==> src/dhpt_pkg.sv <==
// Shared types, constants and controller/datapath interface for the decaying histogram block.
package dhpt_pkg;

	localparam int DATA_W        = 32;
	localparam int DECAY_W       = 16;
	localparam int SPREAD_W      = 6;
	localparam int BIN_OUT_W     = 6;
	localparam int CFG_IDX_W     = 2;
	localparam int BIN_COUNT_DEF = 64;

	// Q16.16 increment for one counted sample
	localparam logic [DATA_W-1:0] BIN_ONE = 32'h0001_0000;

	// configuration register indexes
	localparam logic [CFG_IDX_W-1:0] CFG_RANGE_LOW    = 2'd0;
	localparam logic [CFG_IDX_W-1:0] CFG_RANGE_HIGH   = 2'd1;
	localparam logic [CFG_IDX_W-1:0] CFG_DECAY_FACTOR = 2'd2;
	localparam logic [CFG_IDX_W-1:0] CFG_PEAK_SPREAD  = 2'd3;

	// configuration reset values
	localparam logic [DATA_W-1:0]   RANGE_LOW_RST    = 32'sd0;
	localparam logic [DATA_W-1:0]   RANGE_HIGH_RST   = 32'sd1024;
	localparam logic [DECAY_W-1:0]  DECAY_FACTOR_RST = 16'd62259;
	localparam logic [SPREAD_W-1:0] PEAK_SPREAD_RST  = 6'd2;

	typedef enum logic [3:0] {
		S_CLEAR,
		S_IDLE,
		S_IDX_GO,
		S_IDX_WAIT,
		S_DECAY_GO,
		S_DECAY,
		S_SECOND_GO,
		S_SECOND,
		S_LO_GO,
		S_LO_WAIT,
		S_HI_GO,
		S_HI_WAIT,
		S_OUT
	} state_t;

	typedef enum logic [1:0] {
		DIV_INDEX,
		DIV_LOWER,
		DIV_UPPER
	} div_op_t;

	typedef enum logic {
		SCAN_DECAY,
		SCAN_SECOND
	} scan_mode_t;

	typedef struct packed {
		logic       load;
		logic       clear;
		logic       scan_start;
		scan_mode_t scan_mode;
		logic       div_start;
		div_op_t    div_op;
		logic       out_load;
	} ctrl_cmd_t;

	typedef struct packed {
		logic cnt_last;
		logic in_range;
		logic scan_busy;
		logic div_done;
		logic out_free;
	} dp_status_t;

endpackage

==> src/decaying_histogram_two_peak_threshold.sv <==
// Decaying histogram with two-peak threshold: top level.
//
// Requests arrive on in_valid/in_stall carrying one signed sample_value; each
// request yields exactly one result on out_valid/out_stall. A request is taken
// on a rising edge with valid high and stall low.
// Configuration (range_low, range_high, decay_factor, peak_spread) is written
// through cfg_we/cfg_index/cfg_data; the user must write it only while the
// block is idle, which the block itself does not enforce. Per request the
// block runs one bit-serial bin-index division (only when the sample is in
// range), a decay pass over all bins, a second-peak scan and two reciprocal
// multiplications, in 16-bit chunks, for the peak values. Requests are handled
// one at a time; the next one can be taken in the cycle after the result is
// loaded. After reset a clearing pass zeroes the bin memory, during which
// in_stall stays high. A finished result sits in the output register; a new
// request is taken while it waits, and the next result is held back until the
// receiver drops out_stall.
module decaying_histogram_two_peak_threshold import dhpt_pkg::*; #(
	parameter int BIN_COUNT = BIN_COUNT_DEF
) (
	input  logic                 clk,
	input  logic                 arst_n,
	input  logic                 cfg_we,
	input  logic [CFG_IDX_W-1:0] cfg_index,
	input  logic [DATA_W-1:0]    cfg_data,
	input  logic                 in_valid,
	output logic                 in_stall,
	input  logic [DATA_W-1:0]    sample_value,
	output logic                 out_valid,
	input  logic                 out_stall,
	output logic [DATA_W-1:0]    threshold,
	output logic [DATA_W-1:0]    lower_peak_value,
	output logic [DATA_W-1:0]    upper_peak_value,
	output logic [BIN_OUT_W-1:0] lower_peak_bin,
	output logic [BIN_OUT_W-1:0] upper_peak_bin,
	output logic                 sample_counted
);

	ctrl_cmd_t  cmd;
	dp_status_t status;

	dhpt_ctrl u_ctrl (
		.clk      (clk),
		.arst_n   (arst_n),
		.in_valid (in_valid),
		.in_stall (in_stall),
		.status   (status),
		.cmd      (cmd)
	);

	dhpt_datapath #(
		.BIN_COUNT (BIN_COUNT)
	) u_datapath (
		.clk              (clk),
		.arst_n           (arst_n),
		.cfg_we           (cfg_we),
		.cfg_index        (cfg_index),
		.cfg_data         (cfg_data),
		.sample_value     (sample_value),
		.cmd              (cmd),
		.status           (status),
		.out_stall        (out_stall),
		.out_valid        (out_valid),
		.threshold        (threshold),
		.lower_peak_value (lower_peak_value),
		.upper_peak_value (upper_peak_value),
		.lower_peak_bin   (lower_peak_bin),
		.upper_peak_bin   (upper_peak_bin),
		.sample_counted   (sample_counted)
	);

endmodule

==> src/dhpt_div.sv <==
// Restoring divider, one quotient bit per cycle.
module dhpt_div import dhpt_pkg::*; #(
	parameter int NUM_W = 39,
	parameter int DEN_W = 32
) (
	input  logic             clk,
	input  logic             arst_n,
	input  logic             start,
	input  logic [NUM_W-1:0] numer,
	input  logic [DEN_W-1:0] denom,
	output logic             busy,
	output logic             done,
	output logic [NUM_W-1:0] quot
);

	localparam int CW = $clog2(NUM_W + 1);

	logic [DEN_W-1:0] rem_q;
	logic [DEN_W-1:0] den_q;
	logic [NUM_W-1:0] num_q;
	logic [CW-1:0]    cnt_q;
	logic             busy_q;
	logic             done_q;

	logic [DEN_W:0] trial;
	logic [DEN_W:0] diff;
	logic           fits;

	assign trial = {rem_q, num_q[NUM_W-1]};
	assign fits  = trial >= {1'b0, den_q};
	assign diff  = trial - {1'b0, den_q};

	always_ff @(posedge clk or negedge arst_n) begin
		if (!arst_n) begin
			busy_q <= 1'b0;
			done_q <= 1'b0;
			cnt_q  <= '0;
		end else begin
			done_q <= 1'b0;
			if (start) begin
				busy_q <= 1'b1;
				cnt_q  <= CW'(NUM_W);
			end else if (busy_q) begin
				cnt_q <= cnt_q - 1'b1;
				if (cnt_q == CW'(1)) begin
					busy_q <= 1'b0;
					done_q <= 1'b1;
				end
			end
		end
	end

	// quotient bits shift into the numerator register as it drains
	always_ff @(posedge clk) begin
		if (start) begin
			rem_q <= '0;
			den_q <= denom;
			num_q <= numer;
		end else if (busy_q) begin
			rem_q <= fits ? diff[DEN_W-1:0] : trial[DEN_W-1:0];
			num_q <= {num_q[NUM_W-2:0], fits};
		end
	end

	assign busy = busy_q;
	assign done = done_q;
	assign quot = num_q;

	a_start_idle: assert property (@(posedge clk) disable iff (!arst_n) start |-> !busy_q)
		else $error("divider started while busy");

endmodule

==> src/dhpt_datapath.sv <==
// Datapath: config registers, bin memory, decay/scan pipeline, divider and output register.
module dhpt_datapath import dhpt_pkg::*; #(
	parameter int BIN_COUNT = BIN_COUNT_DEF
) (
	input  logic                  clk,
	input  logic                  arst_n,
	input  logic                  cfg_we,
	input  logic [CFG_IDX_W-1:0]  cfg_index,
	input  logic [DATA_W-1:0]     cfg_data,
	input  logic [DATA_W-1:0]     sample_value,
	input  ctrl_cmd_t             cmd,
	output dp_status_t            status,
	input  logic                  out_stall,
	output logic                  out_valid,
	output logic [DATA_W-1:0]     threshold,
	output logic [DATA_W-1:0]     lower_peak_value,
	output logic [DATA_W-1:0]     upper_peak_value,
	output logic [BIN_OUT_W-1:0]  lower_peak_bin,
	output logic [BIN_OUT_W-1:0]  upper_peak_bin,
	output logic                  sample_counted
);

	localparam int IW    = (BIN_COUNT > 1) ? $clog2(BIN_COUNT) : 1;
	localparam int BW    = $clog2(BIN_COUNT + 1);
	localparam int NUM_W = DATA_W + BW;
	localparam int XW    = IW + SPREAD_W + 1;
	localparam int PW    = DATA_W + DECAY_W;

	// reciprocal of BIN_COUNT: ceil(2^RL / BIN_COUNT) is exact for any
	// dividend below 2^PPW since 2^IW >= BIN_COUNT
	localparam int PPW = IW + DATA_W;
	localparam int RL  = PPW + IW;
	localparam int RCN = (PPW + 17) / 16;
	localparam int RCW = RCN * 16;
	localparam int AW  = PPW + 17;
	localparam int RSH = RL - 16 * (RCN - 1);
	localparam int RKW = $clog2(RCN + 1);
	localparam longint unsigned RECIP =
		((64'd1 << RL) + 64'(BIN_COUNT) - 64'd1) / 64'(BIN_COUNT);
	localparam logic [RCW-1:0] RECIP_BITS = RCW'(RECIP);

	// configuration
	logic [DATA_W-1:0]   range_low_q;
	logic [DATA_W-1:0]   range_high_q;
	logic [DECAY_W-1:0]  decay_q;
	logic [SPREAD_W-1:0] spread_q;

	always_ff @(posedge clk or negedge arst_n) begin
		if (!arst_n) begin
			range_low_q  <= RANGE_LOW_RST;
			range_high_q <= RANGE_HIGH_RST;
			decay_q      <= DECAY_FACTOR_RST;
			spread_q     <= PEAK_SPREAD_RST;
		end else if (cfg_we) begin
			case (cfg_index)
				CFG_RANGE_LOW:    range_low_q  <= cfg_data;
				CFG_RANGE_HIGH:   range_high_q <= cfg_data;
				CFG_DECAY_FACTOR: decay_q      <= cfg_data[DECAY_W-1:0];
				CFG_PEAK_SPREAD:  spread_q     <= cfg_data[SPREAD_W-1:0];
				default: ;
			endcase
		end
	end

	// sample capture: range check, offset and span
	logic [DATA_W:0]   span_full;
	logic              span_pos;
	logic              in_range;
	logic [DATA_W-1:0] diff_q;
	logic [DATA_W-1:0] span_q;
	logic              counted_q;

	assign span_full = {range_high_q[DATA_W-1], range_high_q}
	                 - {range_low_q[DATA_W-1], range_low_q};
	assign span_pos  = $signed(range_high_q) > $signed(range_low_q);
	assign in_range  = span_pos
	                 && ($signed(sample_value) >= $signed(range_low_q))
	                 && ($signed(sample_value) <  $signed(range_high_q));

	always_ff @(posedge clk) begin
		if (cmd.load) begin
			diff_q    <= sample_value - range_low_q;
			span_q    <= span_pos ? span_full[DATA_W-1:0] : '0;
			counted_q <= in_range;
		end
	end

	// scan address generator, shared with the clearing pass
	logic [IW-1:0] cnt_q;
	logic          issue_q;
	scan_mode_t    mode_q;
	logic          v_s1;
	logic          v_s2;
	logic          cnt_last;

	assign cnt_last = cnt_q == IW'(BIN_COUNT - 1);

	always_ff @(posedge clk or negedge arst_n) begin
		if (!arst_n) begin
			cnt_q   <= '0;
			issue_q <= 1'b0;
			mode_q  <= SCAN_DECAY;
			v_s1    <= 1'b0;
			v_s2    <= 1'b0;
		end else begin
			if (cmd.scan_start) begin
				cnt_q   <= '0;
				issue_q <= 1'b1;
				mode_q  <= cmd.scan_mode;
			end else if (issue_q || cmd.clear) begin
				cnt_q   <= cnt_last ? '0 : cnt_q + 1'b1;
				issue_q <= issue_q && !cnt_last;
			end
			v_s1 <= issue_q;
			v_s2 <= v_s1 && (mode_q == SCAN_DECAY);
		end
	end

	// bin memory, registered read
	logic [DATA_W-1:0] bins_mem [BIN_COUNT];
	logic [DATA_W-1:0] rd_s1;
	logic [IW-1:0]     a_s1;
	logic [IW-1:0]     a_s2;
	logic [PW-1:0]     prod_s2;
	logic              mem_we;
	logic [IW-1:0]     mem_wa;
	logic [DATA_W-1:0] mem_wd;

	always_ff @(posedge clk) begin
		if (mem_we) begin
			bins_mem[mem_wa] <= mem_wd;
		end
		rd_s1 <= bins_mem[cnt_q];
	end

	always_ff @(posedge clk) begin
		a_s1    <= cnt_q;
		a_s2    <= a_s1;
		prod_s2 <= rd_s1 * decay_q;
	end

	// decayed weight plus saturating increment at the target bin
	logic [IW-1:0]     target_q;
	logic [DATA_W-1:0] decayed;
	logic [DATA_W:0]   bumped;
	logic [DATA_W-1:0] new_w;
	logic              hit;

	assign decayed = prod_s2[PW-1:DECAY_W];
	assign bumped  = {1'b0, decayed} + {1'b0, BIN_ONE};
	assign hit     = counted_q && (a_s2 == target_q);
	assign new_w   = !hit ? decayed : (bumped[DATA_W] ? '1 : bumped[DATA_W-1:0]);

	assign mem_we = cmd.clear || v_s2;
	assign mem_wa = cmd.clear ? cnt_q : a_s2;
	assign mem_wd = cmd.clear ? '0 : new_w;

	// peak tracking
	logic [DATA_W-1:0] best_q;
	logic [IW-1:0]     first_q;
	logic [DATA_W-1:0] best2_q;
	logic [IW-1:0]     second_q;
	logic              found_q;
	logic [XW-1:0]     ax;
	logic [XW-1:0]     fx;
	logic [XW-1:0]     sx;
	logic              outside;

	assign ax      = XW'(a_s1);
	assign fx      = XW'(first_q);
	assign sx      = XW'(spread_q);
	assign outside = (ax + sx < fx) || (ax > fx + sx);

	always_ff @(posedge clk) begin
		if (v_s2 && ((a_s2 == '0) || (new_w > best_q))) begin
			best_q  <= new_w;
			first_q <= a_s2;
		end
	end

	always_ff @(posedge clk or negedge arst_n) begin
		if (!arst_n) begin
			found_q  <= 1'b0;
			second_q <= '0;
			best2_q  <= '0;
		end else if (cmd.scan_start && cmd.scan_mode == SCAN_SECOND) begin
			found_q  <= 1'b0;
			second_q <= '0;
		end else if (v_s1 && mode_q == SCAN_SECOND && outside
		             && (!found_q || rd_s1 > best2_q)) begin
			found_q  <= 1'b1;
			second_q <= a_s1;
			best2_q  <= rd_s1;
		end
	end

	logic [IW-1:0] small_idx;
	logic [IW-1:0] large_idx;
	logic [IW-1:0] peak_idx;

	assign small_idx = (first_q > second_q) ? second_q : first_q;
	assign large_idx = (first_q > second_q) ? first_q : second_q;
	assign peak_idx  = (cmd.div_op == DIV_LOWER) ? small_idx : large_idx;

	// divider for the bin index; peak offsets go through the reciprocal unit
	logic [NUM_W-1:0]     dv_numer;
	logic [DATA_W-1:0]    dv_denom;
	logic [NUM_W-1:0]     dv_quot;
	logic                 dv_busy;
	logic                 dv_done;
	logic                 dv_start;
	logic [IW+DATA_W-1:0] peak_prod;
	div_op_t              op_q;
	logic [DATA_W-1:0]    qlo_q;
	logic [DATA_W-1:0]    qhi_q;

	assign peak_prod = {{DATA_W{1'b0}}, peak_idx} * {{IW{1'b0}}, span_q};
	assign dv_numer  = NUM_W'(diff_q) * NUM_W'(BIN_COUNT);
	assign dv_denom  = span_q;
	assign dv_start  = cmd.div_start && (cmd.div_op == DIV_INDEX);

	dhpt_div #(
		.NUM_W (NUM_W),
		.DEN_W (DATA_W)
	) u_div (
		.clk    (clk),
		.arst_n (arst_n),
		.start  (dv_start),
		.numer  (dv_numer),
		.denom  (dv_denom),
		.busy   (dv_busy),
		.done   (dv_done),
		.quot   (dv_quot)
	);

	// idx*span/BIN_COUNT: multiply by the reciprocal 16 bits per cycle
	logic [PPW-1:0] rc_x_q;
	logic [RCW-1:0] rc_m_q;
	logic [AW-1:0]  rc_acc_q;
	logic [RKW-1:0] rc_cnt_q;
	logic           rc_busy_q;
	logic           rc_done_q;
	logic           rc_start;

	assign rc_start = cmd.div_start && (cmd.div_op != DIV_INDEX);

	always_ff @(posedge clk or negedge arst_n) begin
		if (!arst_n) begin
			rc_busy_q <= 1'b0;
			rc_done_q <= 1'b0;
			rc_cnt_q  <= '0;
		end else begin
			rc_done_q <= 1'b0;
			if (rc_start) begin
				rc_busy_q <= 1'b1;
				rc_cnt_q  <= RKW'(RCN);
			end else if (rc_busy_q) begin
				rc_cnt_q <= rc_cnt_q - 1'b1;
				if (rc_cnt_q == RKW'(1)) begin
					rc_busy_q <= 1'b0;
					rc_done_q <= 1'b1;
				end
			end
		end
	end

	// low bits are final once a chunk is added, so the sum shifts down as it goes
	always_ff @(posedge clk) begin
		if (rc_start) begin
			rc_x_q   <= peak_prod;
			rc_m_q   <= RECIP_BITS;
			rc_acc_q <= '0;
		end else if (rc_busy_q) begin
			rc_acc_q <= (rc_acc_q >> 16) + AW'(rc_x_q) * AW'(rc_m_q[15:0]);
			rc_m_q   <= rc_m_q >> 16;
		end
	end

	always_ff @(posedge clk) begin
		if (cmd.div_start) begin
			op_q <= cmd.div_op;
		end
		if (dv_done) begin
			target_q <= dv_quot[IW-1:0];
		end
		if (rc_done_q) begin
			case (op_q)
				DIV_LOWER: qlo_q <= rc_acc_q[RSH +: DATA_W];
				DIV_UPPER: qhi_q <= rc_acc_q[RSH +: DATA_W];
				default: ;
			endcase
		end
	end

	// result register
	logic                 out_valid_q;
	logic [DATA_W-1:0]    thr_q;
	logic [DATA_W-1:0]    vlo_q;
	logic [DATA_W-1:0]    vhi_q;
	logic [BIN_OUT_W-1:0] blo_q;
	logic [BIN_OUT_W-1:0] bhi_q;
	logic                 cnt_out_q;
	logic                 out_free;
	logic [DATA_W-1:0]    vlo;
	logic [DATA_W-1:0]    vhi;
	logic [DATA_W-1:0]    half;
	logic [IW+BIN_OUT_W-1:0] blo_ext;
	logic [IW+BIN_OUT_W-1:0] bhi_ext;

	assign out_free = !out_valid_q || !out_stall;
	assign vlo      = range_low_q + qlo_q;
	assign vhi      = range_low_q + qhi_q;
	assign half     = (qhi_q - qlo_q) >> 1;
	assign blo_ext  = {{BIN_OUT_W{1'b0}}, small_idx};
	assign bhi_ext  = {{BIN_OUT_W{1'b0}}, large_idx};

	always_ff @(posedge clk or negedge arst_n) begin
		if (!arst_n) begin
			out_valid_q <= 1'b0;
		end else if (cmd.out_load) begin
			out_valid_q <= 1'b1;
		end else if (!out_stall) begin
			out_valid_q <= 1'b0;
		end
	end

	always_ff @(posedge clk) begin
		if (cmd.out_load) begin
			thr_q     <= vlo + half;
			vlo_q     <= vlo;
			vhi_q     <= vhi;
			blo_q     <= blo_ext[BIN_OUT_W-1:0];
			bhi_q     <= bhi_ext[BIN_OUT_W-1:0];
			cnt_out_q <= counted_q;
		end
	end

	assign out_valid        = out_valid_q;
	assign threshold        = thr_q;
	assign lower_peak_value = vlo_q;
	assign upper_peak_value = vhi_q;
	assign lower_peak_bin   = blo_q;
	assign upper_peak_bin   = bhi_q;
	assign sample_counted   = cnt_out_q;

	assign status.cnt_last  = cnt_last;
	assign status.in_range  = counted_q;
	assign status.scan_busy = issue_q || v_s1 || v_s2;
	assign status.div_done  = dv_done || rc_done_q;
	assign status.out_free  = out_free;

	a_scan_start_idle: assert property (@(posedge clk) disable iff (!arst_n)
		cmd.scan_start |-> !(issue_q || v_s1 || v_s2))
		else $error("scan started while a scan is in flight");

	a_index_bound: assert property (@(posedge clk) disable iff (!arst_n)
		(dv_done && op_q == DIV_INDEX) |-> (dv_quot < NUM_W'(BIN_COUNT)))
		else $error("bin index out of range");

	a_div_not_overlapped: assert property (@(posedge clk) disable iff (!arst_n)
		cmd.div_start |-> !(dv_busy || rc_busy_q))
		else $error("division requested while divider busy");

endmodule

==> src/dhpt_ctrl.sv <==
// Controller: sequences clearing, index division, decay pass, peak scans and result handoff.
module dhpt_ctrl import dhpt_pkg::*; (
	input  logic       clk,
	input  logic       arst_n,
	input  logic       in_valid,
	output logic       in_stall,
	input  dp_status_t status,
	output ctrl_cmd_t  cmd
);

	state_t state_q;
	state_t state_d;

	always_ff @(posedge clk or negedge arst_n) begin
		if (!arst_n) begin
			state_q <= S_CLEAR;
		end else begin
			state_q <= state_d;
		end
	end

	always_comb begin
		state_d = state_q;
		case (state_q)
			S_CLEAR:     if (status.cnt_last) state_d = S_IDLE;
			S_IDLE:      if (in_valid) state_d = S_IDX_GO;
			S_IDX_GO:    state_d = status.in_range ? S_IDX_WAIT : S_DECAY_GO;
			S_IDX_WAIT:  if (status.div_done) state_d = S_DECAY_GO;
			S_DECAY_GO:  state_d = S_DECAY;
			S_DECAY:     if (!status.scan_busy) state_d = S_SECOND_GO;
			S_SECOND_GO: state_d = S_SECOND;
			S_SECOND:    if (!status.scan_busy) state_d = S_LO_GO;
			S_LO_GO:     state_d = S_LO_WAIT;
			S_LO_WAIT:   if (status.div_done) state_d = S_HI_GO;
			S_HI_GO:     state_d = S_HI_WAIT;
			S_HI_WAIT:   if (status.div_done) state_d = S_OUT;
			S_OUT:       if (status.out_free) state_d = S_IDLE;
			default:     state_d = S_IDLE;
		endcase
	end

	always_comb begin
		cmd.load       = 1'b0;
		cmd.clear      = 1'b0;
		cmd.scan_start = 1'b0;
		cmd.scan_mode  = SCAN_DECAY;
		cmd.div_start  = 1'b0;
		cmd.div_op     = DIV_INDEX;
		cmd.out_load   = 1'b0;
		in_stall       = 1'b1;
		case (state_q)
			S_CLEAR: cmd.clear = 1'b1;
			S_IDLE: begin
				in_stall = 1'b0;
				cmd.load = in_valid;
			end
			S_IDX_GO: cmd.div_start = status.in_range;
			S_DECAY_GO: cmd.scan_start = 1'b1;
			S_SECOND_GO: begin
				cmd.scan_start = 1'b1;
				cmd.scan_mode  = SCAN_SECOND;
			end
			S_LO_GO: begin
				cmd.div_start = 1'b1;
				cmd.div_op    = DIV_LOWER;
			end
			S_LO_WAIT: cmd.div_op = DIV_LOWER;
			S_HI_GO: begin
				cmd.div_start = 1'b1;
				cmd.div_op    = DIV_UPPER;
			end
			S_HI_WAIT: cmd.div_op = DIV_UPPER;
			S_OUT: cmd.out_load = status.out_free;
			default: ;
		endcase
	end

	a_load_to_index: assert property (@(posedge clk) disable iff (!arst_n)
		cmd.load |=> state_q == S_IDX_GO)
		else $error("accepted request did not start processing");

endmodule
==> config.mk <==
export PLATFORM = sky130hd
export DESIGN_NAME = decaying_histogram_two_peak_threshold
export DESIGN_NICKNAME = d
export VERILOG_FILES = /design/src/dhpt_pkg.sv /design/src/decaying_histogram_two_peak_threshold.sv /design/src/dhpt_div.sv /design/src/dhpt_datapath.sv /design/src/dhpt_ctrl.sv
export SDC_FILE = /design/constraint.sdc
export NUM_CORES = 2
export LEC_CHECK = 0
export ABC_AREA = 1
export ABC_CLOCK_PERIOD_IN_PS = 9000
export BUFFER_PORTS_ARGS = -buffer_cell sky130_fd_sc_hd__buf_2
export CAP_MARGIN = 20
export CORE_ASPECT_RATIO = 0.7
export CORE_MARGIN = 8
export CORE_UTILIZATION = 43
export CTS_CLUSTER_DIAMETER = 40
export DETAILED_ROUTE_END_ITERATION = 8
export HOLD_SLACK_MARGIN = 0.06
export PLACE_DENSITY = 0.56
export SKIP_LAST_GASP = 1
export SYNTH_ARGS = -nofsm -noshare
export SYNTH_HDL_FRONTEND = slang
export SYNTH_HIERARCHICAL = 1
export SYNTH_SLANG_ARGS = --single-unit
export TNS_END_PERCENT = 20
==> constraint.sdc <==
create_clock -name clk -period 9 [get_ports clk]
set_input_delay 0.45 -clock clk [delete_from_list [all_inputs] [get_ports clk]]
set_output_delay 0.45 -clock clk [all_outputs]
set_load 0.01 [all_outputs]
==> key figures <==
Synth
  • Largest cells by area after synthesis: edfxtp_1 50%, nand2_1 7.5%, fa_1 7.4%
  • Post-synth top area cell: edfxtp_1
  • Mean Syn Cell Area: 10.1 sq um
  • Most frequent cell after synthesis: nand2_1
  • Synth cell types: 68
  • Commonest cells in the netlist: 2,943 x nand2_1, 2,441 x edfxtp_1, 1,776 x inv_1, 1,682 x nor2_1, 1,156 x o21ai_0
  • Post-synth EDFFs: 2,441
  • Yosys Warn Count: 6
  • Post-synthesis cell count: 14,635
  • Register area share after synthesis: 54.3%
  • Synth async-reset ratio: 5.55%
  • Top_reg_cell synth: edfxtp_1
  • Register bit total from synthesis: 2,737
  • Mapped Area: 0.147 sq mm
  • Top cell type's share of synthesized area: 49.8%

Cells and area
  • Nets: 15,933
  • Final Cell Area: 0.166 sq mm
  • Util after Layout: 48.8%
  • Fillers: 31,273
  • Layout cells sized above 1: 8.20%
  • Area grow syn2layout: 12.8%

Global route
  • Largest net degree at the start of global routing: 176
  • First-pass GRT wire length: 713 mm
  • GRT Resource Usage Total: 26.3%
  • Vias in the first global route: 102,350
  • Antenna violations before repair: 46
  • Grt ovf: 0

CTS
  • Clock latency on the worst-skew pair: 950 ps
  • TritonCTS clock tree: yes
  • CTS Buffer Depth: 4
  • CTS clk-pin slew, worst paths: 60 ps
  • Post-CTS Hold Buffers: 19
  • H-tree level count: 5
  • CTS Root Cell: clkbuf_16
  • CTS resizes: 0
  • Cts bufs inserted: 353
  • Total clock sinks: 2,737
  • Setup Buffers After CTS: 0

Timing
  • Final Hold Slack: 42.3 ps
  • Unrepaired setup endpoints after global routing: false
  • Setup TNS: 0 ps
  • Setup violations, final: 0
  • Pins over their slew limit: 0
  • Clk_skew: 98.5 ps
  • Fmax: 0.142 GHz
  • Worst Max-Slew Pin Slew: 1150 ps
  • Tmin final: 7050 ps
  • Final hold violation count: 0
  • Final cycle utilization of the critical path: 78.4%
  • Rel. slew slack: 22.6%

Worst setup path
  • Worst-path maximum fanout: 25
  • Startpoint types: flop
  • Reg2Reg Depth: 22
  • FF-to-FF Start: u_ctrl/state_q[0]
  • CP Class: reg2reg
  • Worst Path Arrival: 7690 ps
  • Critical path required time: 9640 ps
  • Reg-to-reg setup timing slack: 1950 ps
  • Nature of the critical path endpoint: flop
  • RR Endpoint: u_datapath/rc_x_q[34]

Pwr
  • Worst VDD drop: 0.000928 V
  • P_leak: 68.0 nW
  • Pwr dens: 295 mW/mm^2

Placed design
  • HPWL after DPL: 319 mm
  • GPL Wtd Cong: 0.973
  • Area after DPL: 0.154 sq mm
  • Port bufs: 181

Hold path
  • Hold Crit Class: in2reg
  • Hold Path End: u_datapath/range_low_q[18]
  • Hold Path Depth: 5
  • Hold Startpoint: cfg_index[0]

Die
  • Io pins: 182
  • Chip Height: 506 um
  • Die width: 715 um
  • Starting Density: 43.3%
  • Die area: 0.362 sq mm
  • Row cnt: 179
  • CORE AREA: 0.340 sq mm

Drt
  • Drt initial violations: 12,401
  • # DRC: 0
  • Via-to-Cell Ratio: 5.53
  • TritonRoute pass-1 iters: 6
  • WL per Instance: 24.9 um
  • Detailed-route via count: 108,465
  • Final WL: 489 mm
  • Post-DRT Antenna Nets: 0

Status
  • Status: finished, final reports clean

Job
  • Max-Cap Viols: 0
==> how the worst max path moves through the flow <==
stage | depth (start not counted) | end | startpoint | slack [ps]
final | 22 | u_datapath/rc_x_q[34] | u_ctrl/state_q[0] | 1950
after global placement | 22 | u_datapath/rc_x_q[34] | u_ctrl/state_q[0] | 2030
after floorplan | 4 | u_datapath/lower_peak_bin[0] | u_ctrl/state_q[0] | 3150
after CTS | 23 | u_datapath/rc_x_q[34] | u_ctrl/state_q[2] | 1980
after global routing | 23 | u_datapath/rc_x_q[34] | u_ctrl/state_q[2] | 1380
after detailed placement | 23 | u_datapath/rc_x_q[34] | u_ctrl/state_q[2] | 2050
==> stage by stage <==
step	cells	setup WS, ps	power, mW
floorplan	14641	3150	27.3
global placement	18922	2030	34.2
detailed placement	18922	2050	33.9
CTS	19588	1980	48.6
global route	19595	1380	51.4
finish	19613	1950	49.0
==> where the power goes <==
group / internal, mW / switching (mW) / leakage [nW]
sequential: 15.6 / 0.360 / 25.2
clock: 8.57 / 5.90 / 5.74
combinational: 5.32 / 13.2 / 37.1
total: 29.5 / 19.5 / 68.0
==> layout by cell type (no fill, tap or decap), types with 37 or more instances in the layout <==
master / count
nand2_1: 2939
edfxtp_1: 2441
inv_1: 1773
nor2_1: 1613
o21ai_0: 1156
a21oi_1: 611
fa_1: 547
ha_1: 538
nand3_1: 428
clkbuf_16: 358
o22ai_1: 226
buf_4: 216
buf_2: 180
o211ai_1: 172
o221ai_1: 150
dfxtp_1: 144
xor2_1: 141
dfrtp_1: 134
nand4_1: 110
mux2i_1: 110
nor2_4: 83
xnor2_1: 81
nor3_1: 76
o21ai_1: 75
a21o_1: 65
clkinvlp_4: 45
clkbuf_1: 43
clkinv_2: 38
bufinv_16: 37
==> routing by layer <==
metal	up-vias	routed length [um]	GRT usage, %
li1	49779	-	-
met1	53426	229000	40.9
met2	4710	201000	37.5
met3	538	48900	5.70
met4	12	10500	5.51
met5	-	76	0
==> flip-flops by register name (all words and copies together), names as in the netlist, 33 cells and up <==
| register | count |
|---|---|
| u_datapath/bins_mem | 2048 |
| u_datapath/u_div/quot | 39 |
| u_datapath/rc_x_q | 38 |
| u_datapath/rc_acc_q | 33 |
==> cells by family after synthesis <==
group | count (synthesis) | synth area share [%]
xor gates and xnor gates | 222 | 1.32
DFF | 2737 | 54.3
AOI/OAI and AO/OA | 2631 | 10.2
adders and majority gates | 1085 | 12.0
muxes | 113 | 0.794
buffers and inverters | 2454 | 6.58
and+or+nand+nor | 5392 | 14.8
other | 1 | 0.00255
==> final cells by class <==
cell class / instances / area [sq um] / share of cell area, %
repair buffers: 434 / 3070 / 1.85
multi-input cells: 9450 / 58400 / 35.2
clock buffers: 410 / 9240 / 5.57
diodes: 19 / 47.5 / 0.0286
inverters: 1801 / 6800 / 4.10
clock inverters: 237 / 2790 / 1.68
well taps: 4525 / 5660 / 3.41
flip-flops and latches: 2737 / 80000 / 48.2
==> worst max-delay path: stages, from the launching register on <==
cell and delay (ps):
dfrtp_1 530, inv_2 150, nand2_1 140, o21ai_0 450, inv_1 100, nor2_2 640
mux2i_4 940, nor2_1 140, fa_1 560, inv_1 60, fa_1 500, fa_1 500
inv_1 50, ha_1 380, nand3_1 100, nand2_1 130, nand2_1 70, nand2_1 110
a21oi_1 130, o21ai_0 650, nand3_1 220, nand3_1 130, nand2_1 70
No activity file was read; power rests on OpenSTA's default activity.
